File: src/hw/rtl/pcx_rle_decoder_defines.svh
// ----------------------------------------------------------------------------
// pcx_rle_decoder_defines
// assertion macros used by the pcx run-length decoder datapath
// ----------------------------------------------------------------------------
`ifndef PCX_RLE_DECODER_DEFINES_SVH
`define PCX_RLE_DECODER_DEFINES_SVH

// same-cycle implication, checked on every clock outside reset
`define PCXD_ASSERT_NOW(label, ante, cons, msg) \
    label: assert property (@(posedge i_clk) disable iff (!i_rst_n) \
        (ante) |-> (cons)) else $error(msg);

// next-cycle implication, checked on every clock outside reset
`define PCXD_ASSERT_NEXT(label, ante, cons, msg) \
    label: assert property (@(posedge i_clk) disable iff (!i_rst_n) \
        (ante) |=> (cons)) else $error(msg);

`endif

File: src/hw/rtl/pcxd_pkg.sv
// ----------------------------------------------------------------------------
// pcxd_pkg
// shared widths, codes and controller/datapath interface types
// ----------------------------------------------------------------------------
`default_nettype none

package pcxd_pkg;

    // fixed field widths
    localparam int CODE_W    = 8;
    localparam int ADDR_W    = 24;
    localparam int CFG_W     = 13;
    localparam int COUNT_W   = 6;
    localparam int APB_AW    = 3;
    localparam int APB_DW    = 32;

    // default largest image dimension
    localparam int MAX_DIM_DEF = 4096;

    // code byte fields
    localparam logic [CODE_W-1:0] MARKER_BITS = 8'hC0;
    localparam logic [CODE_W-1:0] COUNT_BITS  = 8'h3F;

    // register map, indexed by paddr[2]
    typedef enum logic {
        REG_WIDTH  = 1'b0,
        REG_HEIGHT = 1'b1
    } t_reg_idx;

    // datapath commands from the controller
    typedef struct packed {
        logic drop;   // byte after image end, ignored
        logic mark;   // run marker, latch count
        logic skip;   // zero-length run value byte
        logic first;  // first pixel from accepted byte
        logic step;   // next pixel of a run
    } t_dp_cmd;

    // datapath status to the controller
    typedef struct packed {
        logic marker;      // current byte is a run marker
        logic cnt_zero;    // byte yields no pixel
        logic first_last;  // byte yields exactly one pixel
        logic step_last;   // run pixel in flight is its last
        logic done;        // image complete
        logic out_free;    // output register can take a pixel
    } t_dp_status;

endpackage

`default_nettype wire

File: src/hw/rtl/pcxd_ctrl.sv
// ----------------------------------------------------------------------------
// pcxd_ctrl
// byte intake and run sequencing state machine
// ----------------------------------------------------------------------------
`default_nettype none

module pcxd_ctrl
    import pcxd_pkg::*;
(
    input  wire logic       i_clk,
    input  wire logic       i_rst_n,
    input  wire logic       i_in_valid,
    output logic            o_in_ready,
    input  wire t_dp_status i_status,
    output t_dp_cmd         o_cmd
);

    typedef enum logic {
        S_TAKE,
        S_RUN
    } t_state;

    t_state r_state;
    t_state n_state;
    logic   accept;
    logic   live;

    // input handshake, only when a pixel could be placed
    assign o_in_ready = (r_state == S_TAKE) && i_status.out_free;
    assign accept     = i_in_valid && o_in_ready;
    assign live       = accept && !i_status.done;

    // command decode
    always_comb begin
        o_cmd       = '0;
        o_cmd.drop  = accept && i_status.done;
        o_cmd.mark  = live && i_status.marker;
        o_cmd.skip  = live && !i_status.marker && i_status.cnt_zero;
        o_cmd.first = live && !i_status.marker && !i_status.cnt_zero;
        o_cmd.step  = (r_state == S_RUN) && i_status.out_free;
    end

    // next state
    always_comb begin
        n_state = r_state;
        case (r_state)
            S_TAKE: begin
                if (o_cmd.first && !i_status.first_last) begin
                    n_state = S_RUN;
                end
            end
            S_RUN: begin
                if (o_cmd.step && i_status.step_last) begin
                    n_state = S_TAKE;
                end
            end
            default: n_state = S_TAKE;
        endcase
    end

    // state register
    always_ff @(posedge i_clk) begin
        if (!i_rst_n) begin
            r_state <= S_TAKE;
        end else begin
            r_state <= n_state;
        end
    end

endmodule

`default_nettype wire

File: src/hw/rtl/pcxd_datapath.sv
// ----------------------------------------------------------------------------
// pcxd_datapath
// run registers, image position, bounds check and output register
// ----------------------------------------------------------------------------
`default_nettype none

`include "pcx_rle_decoder_defines.svh"

module pcxd_datapath
    import pcxd_pkg::*;
#(
    parameter int MAX_DIM = MAX_DIM_DEF
) (
    input  wire logic              i_clk,
    input  wire logic              i_rst_n,
    input  wire t_dp_cmd           i_cmd,
    output t_dp_status             o_status,
    input  wire logic [CODE_W-1:0] i_code_byte,
    input  wire logic [CFG_W-1:0]  i_width_reg,
    input  wire logic [CFG_W-1:0]  i_height_reg,
    input  wire logic              i_out_ready,
    output logic                   o_out_valid,
    output logic [ADDR_W-1:0]      o_pixel_addr,
    output logic [CODE_W-1:0]      o_pixel_value,
    output logic                   o_write_enable,
    output logic                   o_run_last,
    output logic                   o_image_done,
    output logic                   o_size_issue
);

    localparam int DIM_W  = $clog2(MAX_DIM + 1);
    localparam int FULL_W = 2 * DIM_W;
    localparam int CMP_W  = (FULL_W > ADDR_W + 1) ? FULL_W : ADDR_W + 1;

    // control state
    logic               r_await;
    logic [COUNT_W-1:0] r_run_count;
    logic [COUNT_W-1:0] r_left;
    logic [CFG_W-1:0]   r_column;
    logic [CFG_W-1:0]   r_row_index;
    logic [ADDR_W-1:0]  r_row_base;
    logic               r_issue;
    logic               r_done;
    logic               r_out_valid;

    // payload state
    logic [CODE_W-1:0]  r_value;
    logic [ADDR_W-1:0]  r_out_addr;
    logic [CODE_W-1:0]  r_out_value;
    logic               r_out_we;
    logic               r_out_last;
    logic               r_out_done;
    logic               r_out_issue;

    logic [DIM_W-1:0]   width_c;
    logic [DIM_W-1:0]   height_c;
    logic [FULL_W-1:0]  full_c;
    logic [COUNT_W-1:0] eff_count;
    logic               emit;
    logic               pix_last;
    logic [CODE_W-1:0]  pix_value;
    logic [CMP_W-1:0]   pix_addr;
    logic               pix_we;
    logic [CFG_W-1:0]   col_inc;
    logic [CFG_W-1:0]   row_inc;
    logic               row_end;
    logic               img_end;
    logic               n_issue;

    // clamp dimensions to 1..MAX_DIM
    always_comb begin
        if (i_width_reg == '0) begin
            width_c = DIM_W'(1);
        end else if (i_width_reg > CFG_W'(MAX_DIM)) begin
            width_c = DIM_W'(MAX_DIM);
        end else begin
            width_c = DIM_W'(i_width_reg);
        end
        if (i_height_reg == '0) begin
            height_c = DIM_W'(1);
        end else if (i_height_reg > CFG_W'(MAX_DIM)) begin
            height_c = DIM_W'(MAX_DIM);
        end else begin
            height_c = DIM_W'(i_height_reg);
        end
    end

    // buffer size product
    assign full_c = width_c * height_c;

    // pixel count of the byte being taken
    assign eff_count = r_await ? r_run_count : COUNT_W'(1);

    // status to controller
    always_comb begin
        o_status            = '0;
        o_status.marker     = !r_await && ((i_code_byte & MARKER_BITS) == MARKER_BITS);
        o_status.cnt_zero   = (eff_count == '0);
        o_status.first_last = (eff_count == COUNT_W'(1));
        o_status.step_last  = (r_left == COUNT_W'(1));
        o_status.done       = r_done;
        o_status.out_free   = !r_out_valid || i_out_ready;
    end

    // one pixel: address, bounds check, row end
    assign emit      = i_cmd.first || i_cmd.step;
    assign pix_last  = i_cmd.first ? o_status.first_last : o_status.step_last;
    assign pix_value = i_cmd.first ? i_code_byte : r_value;
    assign pix_addr  = CMP_W'(r_row_base) + CMP_W'(r_column);
    assign pix_we    = pix_addr < CMP_W'(full_c);
    assign col_inc   = r_column + CFG_W'(1);
    assign row_inc   = r_row_index + CFG_W'(1);
    assign row_end   = pix_last && (col_inc >= CFG_W'(width_c));
    assign img_end   = row_end && (row_inc >= CFG_W'(height_c));
    assign n_issue   = r_issue || !pix_we;

    // control registers
    always_ff @(posedge i_clk) begin
        if (!i_rst_n) begin
            r_await     <= 1'b0;
            r_run_count <= '0;
            r_left      <= '0;
            r_column    <= '0;
            r_row_index <= '0;
            r_row_base  <= '0;
            r_issue     <= 1'b0;
            r_done      <= 1'b0;
            r_out_valid <= 1'b0;
        end else begin
            if (i_cmd.mark) begin
                r_await     <= 1'b1;
                r_run_count <= COUNT_W'(i_code_byte & COUNT_BITS);
            end
            if (i_cmd.skip || i_cmd.first) begin
                r_await <= 1'b0;
            end
            // remaining pixels of the run
            if (i_cmd.first) begin
                r_left <= eff_count - COUNT_W'(1);
            end else if (i_cmd.step) begin
                r_left <= r_left - COUNT_W'(1);
            end
            // image position
            if (emit) begin
                r_issue <= n_issue;
                if (row_end) begin
                    r_column    <= '0;
                    r_row_base  <= r_row_base + ADDR_W'(width_c);
                    r_row_index <= row_inc;
                    r_done      <= r_done || img_end;
                end else begin
                    r_column <= col_inc;
                end
            end
            // output register occupancy
            if (emit) begin
                r_out_valid <= 1'b1;
            end else if (i_out_ready) begin
                r_out_valid <= 1'b0;
            end
        end
    end

    // payload registers
    always_ff @(posedge i_clk) begin
        if (i_cmd.first) begin
            r_value <= i_code_byte;
        end
        if (emit) begin
            r_out_addr  <= ADDR_W'(pix_addr);
            r_out_value <= pix_value;
            r_out_we    <= pix_we;
            r_out_last  <= pix_last;
            r_out_done  <= img_end;
            r_out_issue <= n_issue;
        end
    end

    assign o_out_valid    = r_out_valid;
    assign o_pixel_addr   = r_out_addr;
    assign o_pixel_value  = r_out_value;
    assign o_write_enable = r_out_we;
    assign o_run_last     = r_out_last;
    assign o_image_done   = r_out_done;
    assign o_size_issue   = r_out_issue;

    // checks
    `PCXD_ASSERT_NOW(a_no_pixel_after_done, r_done, !emit, "pixel emitted after image end")
    `PCXD_ASSERT_NOW(a_step_has_left, i_cmd.step, r_left != '0, "run step with no pixels left")
    `PCXD_ASSERT_NOW(a_drop_flags_issue, r_out_valid && !r_out_we, r_out_issue,
        "dropped write without size issue")
    `PCXD_ASSERT_NEXT(a_issue_sticky, r_issue, r_issue, "size issue flag cleared")

endmodule

`default_nettype wire

File: src/hw/rtl/pcx_rle_decoder.sv
// ----------------------------------------------------------------------------
// pcx_rle_decoder
// run-length decoder for the data section of 8-bit pcx images
// ----------------------------------------------------------------------------
// usage:
//   code bytes enter on i_code_byte with i_in_valid / o_in_ready; each decoded
//   pixel leaves as one transaction on o_out_valid / i_out_ready carrying the
//   linear address, palette index, write enable and run/image/issue flags.
//   image_width (0x0) and image_height (0x4) are set over the apb port, by the
//   user only while idle, unenforced by the block; values clamp to 1..MAX_DIM.
// timing:
//   a literal byte gives its pixel in the output register in the cycle after
//   it is taken, and literal bytes are taken one per cycle while the output
//   is not stalled. a marker byte gives no pixel. its value byte emits n
//   pixels, one per cycle while not stalled, through the shared address/bounds
//   unit; intake waits until the run's last pixel is issued.
// reset:
//   position, run state and flags clear; both dimensions return to 1.
// stall:
//   while the output register holds a pixel and i_out_ready is low, that
//   pixel is held, run sequencing pauses and o_in_ready stays low. bytes
//   after image end are taken and discarded until reset.
// ----------------------------------------------------------------------------
`default_nettype none

module pcx_rle_decoder
    import pcxd_pkg::*;
#(
    parameter int MAX_DIM = MAX_DIM_DEF
) (
    input  wire logic              i_clk,
    input  wire logic              i_rst_n,
    // code byte channel
    input  wire logic              i_in_valid,
    output logic                   o_in_ready,
    input  wire logic [CODE_W-1:0] i_code_byte,
    // pixel write channel
    output logic                   o_out_valid,
    input  wire logic              i_out_ready,
    output logic [ADDR_W-1:0]      o_pixel_addr,
    output logic [CODE_W-1:0]      o_pixel_value,
    output logic                   o_write_enable,
    output logic                   o_run_last,
    output logic                   o_image_done,
    output logic                   o_size_issue,
    // configuration port
    input  wire logic              psel,
    input  wire logic              penable,
    input  wire logic              pwrite,
    input  wire logic [APB_AW-1:0] paddr,
    input  wire logic [APB_DW-1:0] pwdata,
    output logic [APB_DW-1:0]      prdata,
    output logic                   pready
);

    logic [CFG_W-1:0] r_width;
    logic [CFG_W-1:0] r_height;
    logic             cfg_wr;
    t_reg_idx         reg_sel;
    t_dp_cmd          cmd;
    t_dp_status       status;

    // register file
    assign pready  = 1'b1;
    assign cfg_wr  = psel && penable && pwrite;
    assign reg_sel = t_reg_idx'(paddr[2]);

    always_ff @(posedge i_clk) begin
        if (!i_rst_n) begin
            r_width  <= CFG_W'(1);
            r_height <= CFG_W'(1);
        end else if (cfg_wr) begin
            case (reg_sel)
                REG_WIDTH:  r_width  <= pwdata[CFG_W-1:0];
                REG_HEIGHT: r_height <= pwdata[CFG_W-1:0];
                default:    r_width  <= r_width;
            endcase
        end
    end

    // register readback
    always_comb begin
        case (reg_sel)
            REG_WIDTH:  prdata = APB_DW'(r_width);
            REG_HEIGHT: prdata = APB_DW'(r_height);
            default:    prdata = '0;
        endcase
    end

    // sequencing
    pcxd_ctrl u_ctrl (
        .i_clk      (i_clk),
        .i_rst_n    (i_rst_n),
        .i_in_valid (i_in_valid),
        .o_in_ready (o_in_ready),
        .i_status   (status),
        .o_cmd      (cmd)
    );

    // decode datapath
    pcxd_datapath #(
        .MAX_DIM (MAX_DIM)
    ) u_datapath (
        .i_clk          (i_clk),
        .i_rst_n        (i_rst_n),
        .i_cmd          (cmd),
        .o_status       (status),
        .i_code_byte    (i_code_byte),
        .i_width_reg    (r_width),
        .i_height_reg   (r_height),
        .i_out_ready    (i_out_ready),
        .o_out_valid    (o_out_valid),
        .o_pixel_addr   (o_pixel_addr),
        .o_pixel_value  (o_pixel_value),
        .o_write_enable (o_write_enable),
        .o_run_last     (o_run_last),
        .o_image_done   (o_image_done),
        .o_size_issue   (o_size_issue)
    );

endmodule

`default_nettype wire
File: config.mk
export PLATFORM = sky130hd
export DESIGN_NAME = pcx_rle_decoder
export DESIGN_NICKNAME = d
export VERILOG_FILES = /design/src/hw/rtl/pcxd_pkg.sv /design/src/hw/rtl/pcxd_ctrl.sv /design/src/hw/rtl/pcxd_datapath.sv /design/src/hw/rtl/pcx_rle_decoder.sv
export VERILOG_INCLUDE_DIRS = /design/src /design/src/hw/rtl
export SDC_FILE = /design/constraint.sdc
export NUM_CORES = 1
export LEC_CHECK = 0
export BUFFER_PORTS_ARGS = -buffer_cell sky130_fd_sc_hd__clkbuf_2
export CORE_UTILIZATION = 40
export CTS_CLUSTER_SIZE = 28
export DETAILED_ROUTE_END_ITERATION = 16
export PLACE_DENSITY = 0.6
export SETUP_SLACK_MARGIN = 0.02
export SLEW_MARGIN = 20
export SYNTH_ARGS = -nofsm -noshare
export SYNTH_HDL_FRONTEND = slang
export SYNTH_SLANG_ARGS = --single-unit
File: constraint.sdc
create_clock -name i_clk -period 11.2 [get_ports i_clk]
set_input_delay 1.68 -clock i_clk [delete_from_list [all_inputs] [get_ports i_clk]]
set_output_delay 1.68 -clock i_clk [all_outputs]
set_load 0.01 [all_outputs]
# --- Word level (Yosys, flattened, before mapping) ---
# Index checks and enable logic that the tools add are counted.
classes:
  mux: 16
  multipliers: 1
  reduce_logical: 36
  order_cmp: 5
  addsub: 6
  n_eq_ne: 3
  n_bitwise: 3
op_table:
  columns: ["cell", "n"]
  rows:
  - ["13-bit 2-to-1 mux", 5]
  - ["32-bit case mux with 2 select lines", 1]
  - ["13-bit by 1-bit adder with 13-bit output, second input constant", 2]
  - ["13-bit >= comparator", 2]
  - ["13-bit > comparator, second input constant", 2]
  - ["13-bit logical NOT", 2]
  - ["26-bit < comparator", 1]
  - ["13-bit by 13-bit multiplier with 26-bit output", 1]
  - ["24-bit by 13-bit adder with 25-bit output", 1]
  - ["24-bit by 13-bit adder with 24-bit output", 1]
  - ["6-bit 2-to-1 mux", 3]
  - ["1-bit logical AND", 15]
  - ["6-bit by 1-bit equality test with 1-bit output, second input constant", 2]
  - ["6-bit by 1-bit subtractor with 6-bit output, second input constant", 2]
  - ["8-bit 2-to-1 mux", 1]
  - ["1-bit logical NOT", 7]
  - ["6-bit logical NOT", 1]
  - ["2-bit AND reduction", 3]
  - ["1-bit logical OR", 5]
  - ["1-bit 2-to-1 mux", 5]
  - ["2-bit nonzero test", 2]
  - ["1-bit inverter", 3]
  - ["2-bit equality test, second input constant", 1]
  - ["1-bit case mux with 2 select lines", 1]
  - ["2-bit OR reduction", 1]
totals:
  elab_cells: 89
  out_inout_bits: 71
  regBits: 137
  input_bits: 50

# --- Depth between registers and ports, before layout ---
logic_depth:
  ltp_word: 11
  ltp_mapped: 31
  mapped_depth_nobuf: 30

# --- Hierarchy ---
# From an unflattened synthesis, not the netlist that was laid out.
hier_totals:
  cells_unflattened: 1596
  area_unflattened_um2: 14073.5
by_module_without_submodules:
  columns: ["module", "cells_per_inst", "area_per_inst_um2", "seq_area_each_um2", "n_inst"]
  rows:
  - ["pcxd_datapath", 1445, 12605.8, 2562.5, 1]
  - ["pcx_rle_decoder", 137, 1348.8, 520.5, 1]
  - ["pcxd_ctrl", 14, 118.9, 20.0, 1]

# --- Worst setup path before layout ---
# No wires, ideal clock.
synth_timing:
  kind: "register -> register"
  startpoint: "register r_height[12]"
  endpoint: "register u_datapath.r_out_we (netlist: u_datapath.o_write_enable), data pin"
  slack_ns: 3.787
  arrival_ns: 7.150
  stages_incl_launch_ff: 32
  t_required_ns: 10.937
  synth_period_minus_slack_ns: 7.413
  n_path_buf: 3
  setup_time_ns: 0.263
  path_cell_list: "dfxtp_1 clkbuf_1 clkbuf_1 inv_1 nand2_1 clkbuf_1 nor2_1 fa_1 inv_1 fa_1 inv_1 fa_1 inv_1 fa_1 fa_1 inv_1 ha_1 o211a_1 a211oi_1 nor4_1 or2_2 a31oi_1 o21bai_1 xnor2_1 ha_1 nand4_1 nor3_1 nand4_1 a311oi_1 nor4_1 nor3b_1 inv_1"
synth_via:
  elab_chain_cells: 5
  word_cells_on_any_way: 6
  classes_between: "1 x mul; 2 x order compare; 2 x mux; 1 x reduce/logical"
synth_lines:
  columns: ["element", "line", "text"]
  rows:
  - ["start, declared", "pcx_rle_decoder.sv:57", "logic [CFG_W-1:0] r_height;"]
  - ["start signal, assigned", "pcx_rle_decoder.sv:75", "REG_HEIGHT: r_height <= pwdata[CFG_W-1:0];"]
  - ["13-bit > comparator", "pcxd_datapath.sv:81", "end else if (i_height_reg > CFG_W'(MAX_DIM)) begin"]
  - ["13-bit 2-to-1 mux", "pcxd_datapath.sv:81", null]
  - ["13-bit 2-to-1 mux *", "pcxd_datapath.sv:79", "if (i_height_reg == '0) begin"]
  - ["13-bit by 13-bit multiplier with 26-bit output *", "pcxd_datapath.sv:89", "assign full_c = width_c * height_c;"]
  - ["26-bit < comparator *", "pcxd_datapath.sv:110", "assign pix_we = pix_addr < CMP_W'(full_c);"]
  - ["named net u_datapath.pix_we", "pcxd_datapath.sv:63", "logic pix_we;"]
  - ["end signal, assigned", "pcxd_datapath.sv:172", "r_out_we <= pix_we;"]
  - ["end, declared", "pcxd_datapath.sv:50", "logic r_out_we;"]
# The timed path passes the listed nets; every way through them passes the cells marked *.
# A chain may end at the register's enable or synchronous reset.

# --- Final worst setup path ---
# Same ends and word-level chain as after synthesis.

==> summary.md <==
| Metric | Value |
|---|---|
| Post-place setup slack | 1.69 ns |
| F_max | 0.102 GHz |
| Master of the slowest instance on the critical path | nor3_1 |
| Die W | 188 microns |
| Number of remaining DRC errors | 0 |
| CTS tree | built |
| Total iterations of the first detailed-routing run | 5 |
| Post-CTS setup buffer count | 0 |
| Mean Syn Cell Area | 8.51 sq um |
| Status | completed |
| Final Cycle Share | 87.4% |
| Hold_ws | 0.449 ns |
| Post-synthesis simple-gate area fraction | 17.6% |
| Asr flop ratio synth | 0% |
| Port Buffers | 79 |
| Setup WS post-layout | 1.41 ns |
| Share of the synthesized area in the top cell type | 17.9% |
| Max FO, Critical Path | 18 |
| Synth Instances | 1,621 |
| Layout Nets | 2,011 |
| Via count | 11,400 |
| Largest net degree at the start of global routing | 47 |
| Count of pins over their slew limit | 0 |
| Startpoint types | flip-flop |
| Non-Filler Instances | 2,146 |
| Final setup viols | 0 |
| DR vias/cell | 5.32 |
| Die ar. | 35,200 sq um |
| Layout Skew | 0.0124 ns |
| Yosys top cell by area | fa_1 |
| CP peak stage delay | 0.80 ns |
| Post-synth cell types | 63 |
| # IOs | 121 |
| RSZ-0062 raised after global routing | no |
| Most used cell along the critical path | inv_1 |
| Placer Congestion | 0.884 |
| Mapped Area | 13,800 sq um |
| First-pass GRT wire length | 60,200 microns |
| HPWL Detailed | 29,100 microns |
| Adder-cell share of the synthesized area | 31.7% |
| Root Buffer | clkbuf_16 |
| Post-synthesis compound-gate area fraction | 12.6% |
| Total wire length | 37,500 microns |
| Setup crit end kind | flip-flop |
| Post-route antenna net violation count | 0 |
| Clk buf depth | 2 |
| WL per Instance | 17.5 microns |
| Die height | 188 microns |
| Top post-synthesis cells by area | fa_1 (18%), dfxtp_1 (15%), ha_1 (14%) |
| TritonCTS Sinks | 137 |
| Area growth, synth to finish | 10.3% |
| Multiplexer share of the synthesized area | 2.00% |
| Hold Path Class | reg -> reg |
| Combinational family with the most area after synthesis | adder cells |
| PwrDens | 91.1 nW/um^2 |
| LEAKAGE | 7.24 nW |
| Dominant synthesized flop cell | dfxtp_1 |
| Worst-margin pin slew | 0.993 ns |
| Hold-fix buffers, CTS | 0 |
| WP buf/inv | 6 |
| Worst endpoint data arrival time | 9.95 ns |
| Max_cap viols | 0 |
| Rows | 67 |
| Setup CP Type | reg -> reg |
| Period minus WS final | 9.79 ns |
| Layout cells sized above 1 | 9.42% |
| H-tree levels | 4 |
| Fraction of synthesized cell area in xor and xnor cells | 5.27% |
| Clock latency at the later pin of the worst-skew pair | 0.43 ns |
| Slew HR | 33.6% |
| Synth warn | 0 |
| Core area | 33,700 sq um |
| Flop2flop setup slack | 1.41 ns |
| Global route overflow | 0 |
| Core Util, Final | 45.1% |
| # resized after CTS | 0 |
| Starting DRT DRC Count | 698 |
| Vias in the first global route | 11,200 |
| Sequential fraction of the synthesis area | 22.5% |
| CTS buffer count | 17 |
| N_diodes | 0 |
| Initial antenna violation count | 0 |
| Count of final hold-check violations | 0 |
| Worst IR Drop VDD | 0.107 mV |
| CP delay by family, top | adder cells |
| Total GRT Usage | 21.9% |
| Inst Count DP | 2,114 |
| Setup TNS Final | 0 ns |
| Yosys reg bits | 137 |
| Initial core utilization | 40.9% |
| EDFF count, synth | 36 |
| Clock-pin slew on the worst setup and hold paths | 0.06 ns |
| Worst Path Required | 11.36 ns |
[worst register-to-register path: cells and delay by family, from the launching register on]
family,cells,cell delay [ns]
XOR/XNOR,1,0.15
AO/OA/AOI/OAI,5,1.50
flip-flops,1,0.77
AND/OR/NAND/NOR,9,3.23
buffers and inverters,6,0.66
adder cells (fa/ha/maj),7,3.23
[registers in the layout, indices dropped and copies added, names as in the netlist, 8 cells and up]
register,count
u_datapath.r_value,8
u_datapath.o_pixel_value,8
r_height,13
u_datapath.o_pixel_addr,24
u_datapath.r_row_base,24
u_datapath.r_row_index,13
u_datapath.r_column,13
r_width,13
[where the power goes]
| group | switching [mW] | internal, mW | total (mW) |
|---|---|---|---|
| Combinational | 0.149 | 0.0772 | 0.227 |
| Clock | 0.228 | 0.362 | 0.590 |
| Sequential | 0.0188 | 0.550 | 0.569 |
| Total | 0.396 | 0.989 | 1.39 |
[cell usage in the layout, fill, tap and decap left out, types with 14 or more instances in the layout]
cell and instances:
nand2_1 221, inv_1 196, nor2_1 161, ha_1 153, fa_1 123, a21oi_1 105, dfxtp_1 101, clkbuf_2 79
o21ai_0 49, xnor2_1 44, xor2_1 39, edfxtp_1 36, nand3_1 35, a21o_1 26, nor3_1 20, conb_1 20
a211oi_1 19, clkbuf_16 19, buf_4 18, nor2b_1 16, or3_1 15, mux2i_1 14
[logic make-up after synthesis]
group | count (synthesis)
AO/OA/AOI/OAI | 273
XOR/XNOR | 83
adder cells (fa/ha/maj) | 276
buffers and inverters | 276
flip-flops | 137
multiplexers | 26
other | 2
AND/OR/NAND/NOR | 548
[synthesized netlist by cell type (all sizes together), types with 8 or more instances]
cell type / instances
nor2b: 16
o21ai: 49
ha: 153
and3: 11
dfxtp: 101
a21o: 26
a21oi: 105
nand2: 221
mux2i: 14
mux2: 12
nor2: 162
xnor2: 44
nor3: 20
o31ai: 12
nand4: 11
or4: 10
inv: 199
nor4: 9
fa: 123
or2: 8
clkbuf: 41
nand2b: 13
xor2: 39
a211oi: 20
nand3: 35
buf: 29
edfxtp: 36
or3: 15
[layout make-up]
| class | count | area, sq um |
|---|---|---|
| clock buffers | 23 | 500 |
| clock inverters | 9 | 110 |
| fillers | 3377 | 18500 |
| inverters | 206 | 773 |
| multi-input cells | 1226 | 9630 |
| flip-flops and latches | 137 | 3100 |
| well taps | 448 | 561 |
| repair buffers | 97 | 531 |
[stage by stage]
stage                     instance area [sq um]  power (mW)
after floorplan                           13900       0.730
after global placement                    14600       0.802
after detailed placement                  14600       0.805
after CTS                                 15200        1.40
after global routing                      15200        1.44
final                                     15200        1.39
[metal layers]
layer / share of wire (%) / global-route usage (%)
met3: 6.0 / 4.36
met4: 2.9 / 7.72
met2: 45 / 35.0
met1: 46 / 29.4
met5: 0 / 0
[final timing paths]
path | from | endpoint | cells past startpoint
worst max register to register | r_height[12] | u_datapath.o_write_enable | 28
worst min-delay path | u_datapath.r_value[5] | u_datapath.r_value[5] | 2
worst min register to register | u_datapath.r_value[5] | u_datapath.r_value[5] | 2
worst max-delay path | r_height[12] | u_datapath.o_write_enable | 28
(Power assumes the default switching activity.)
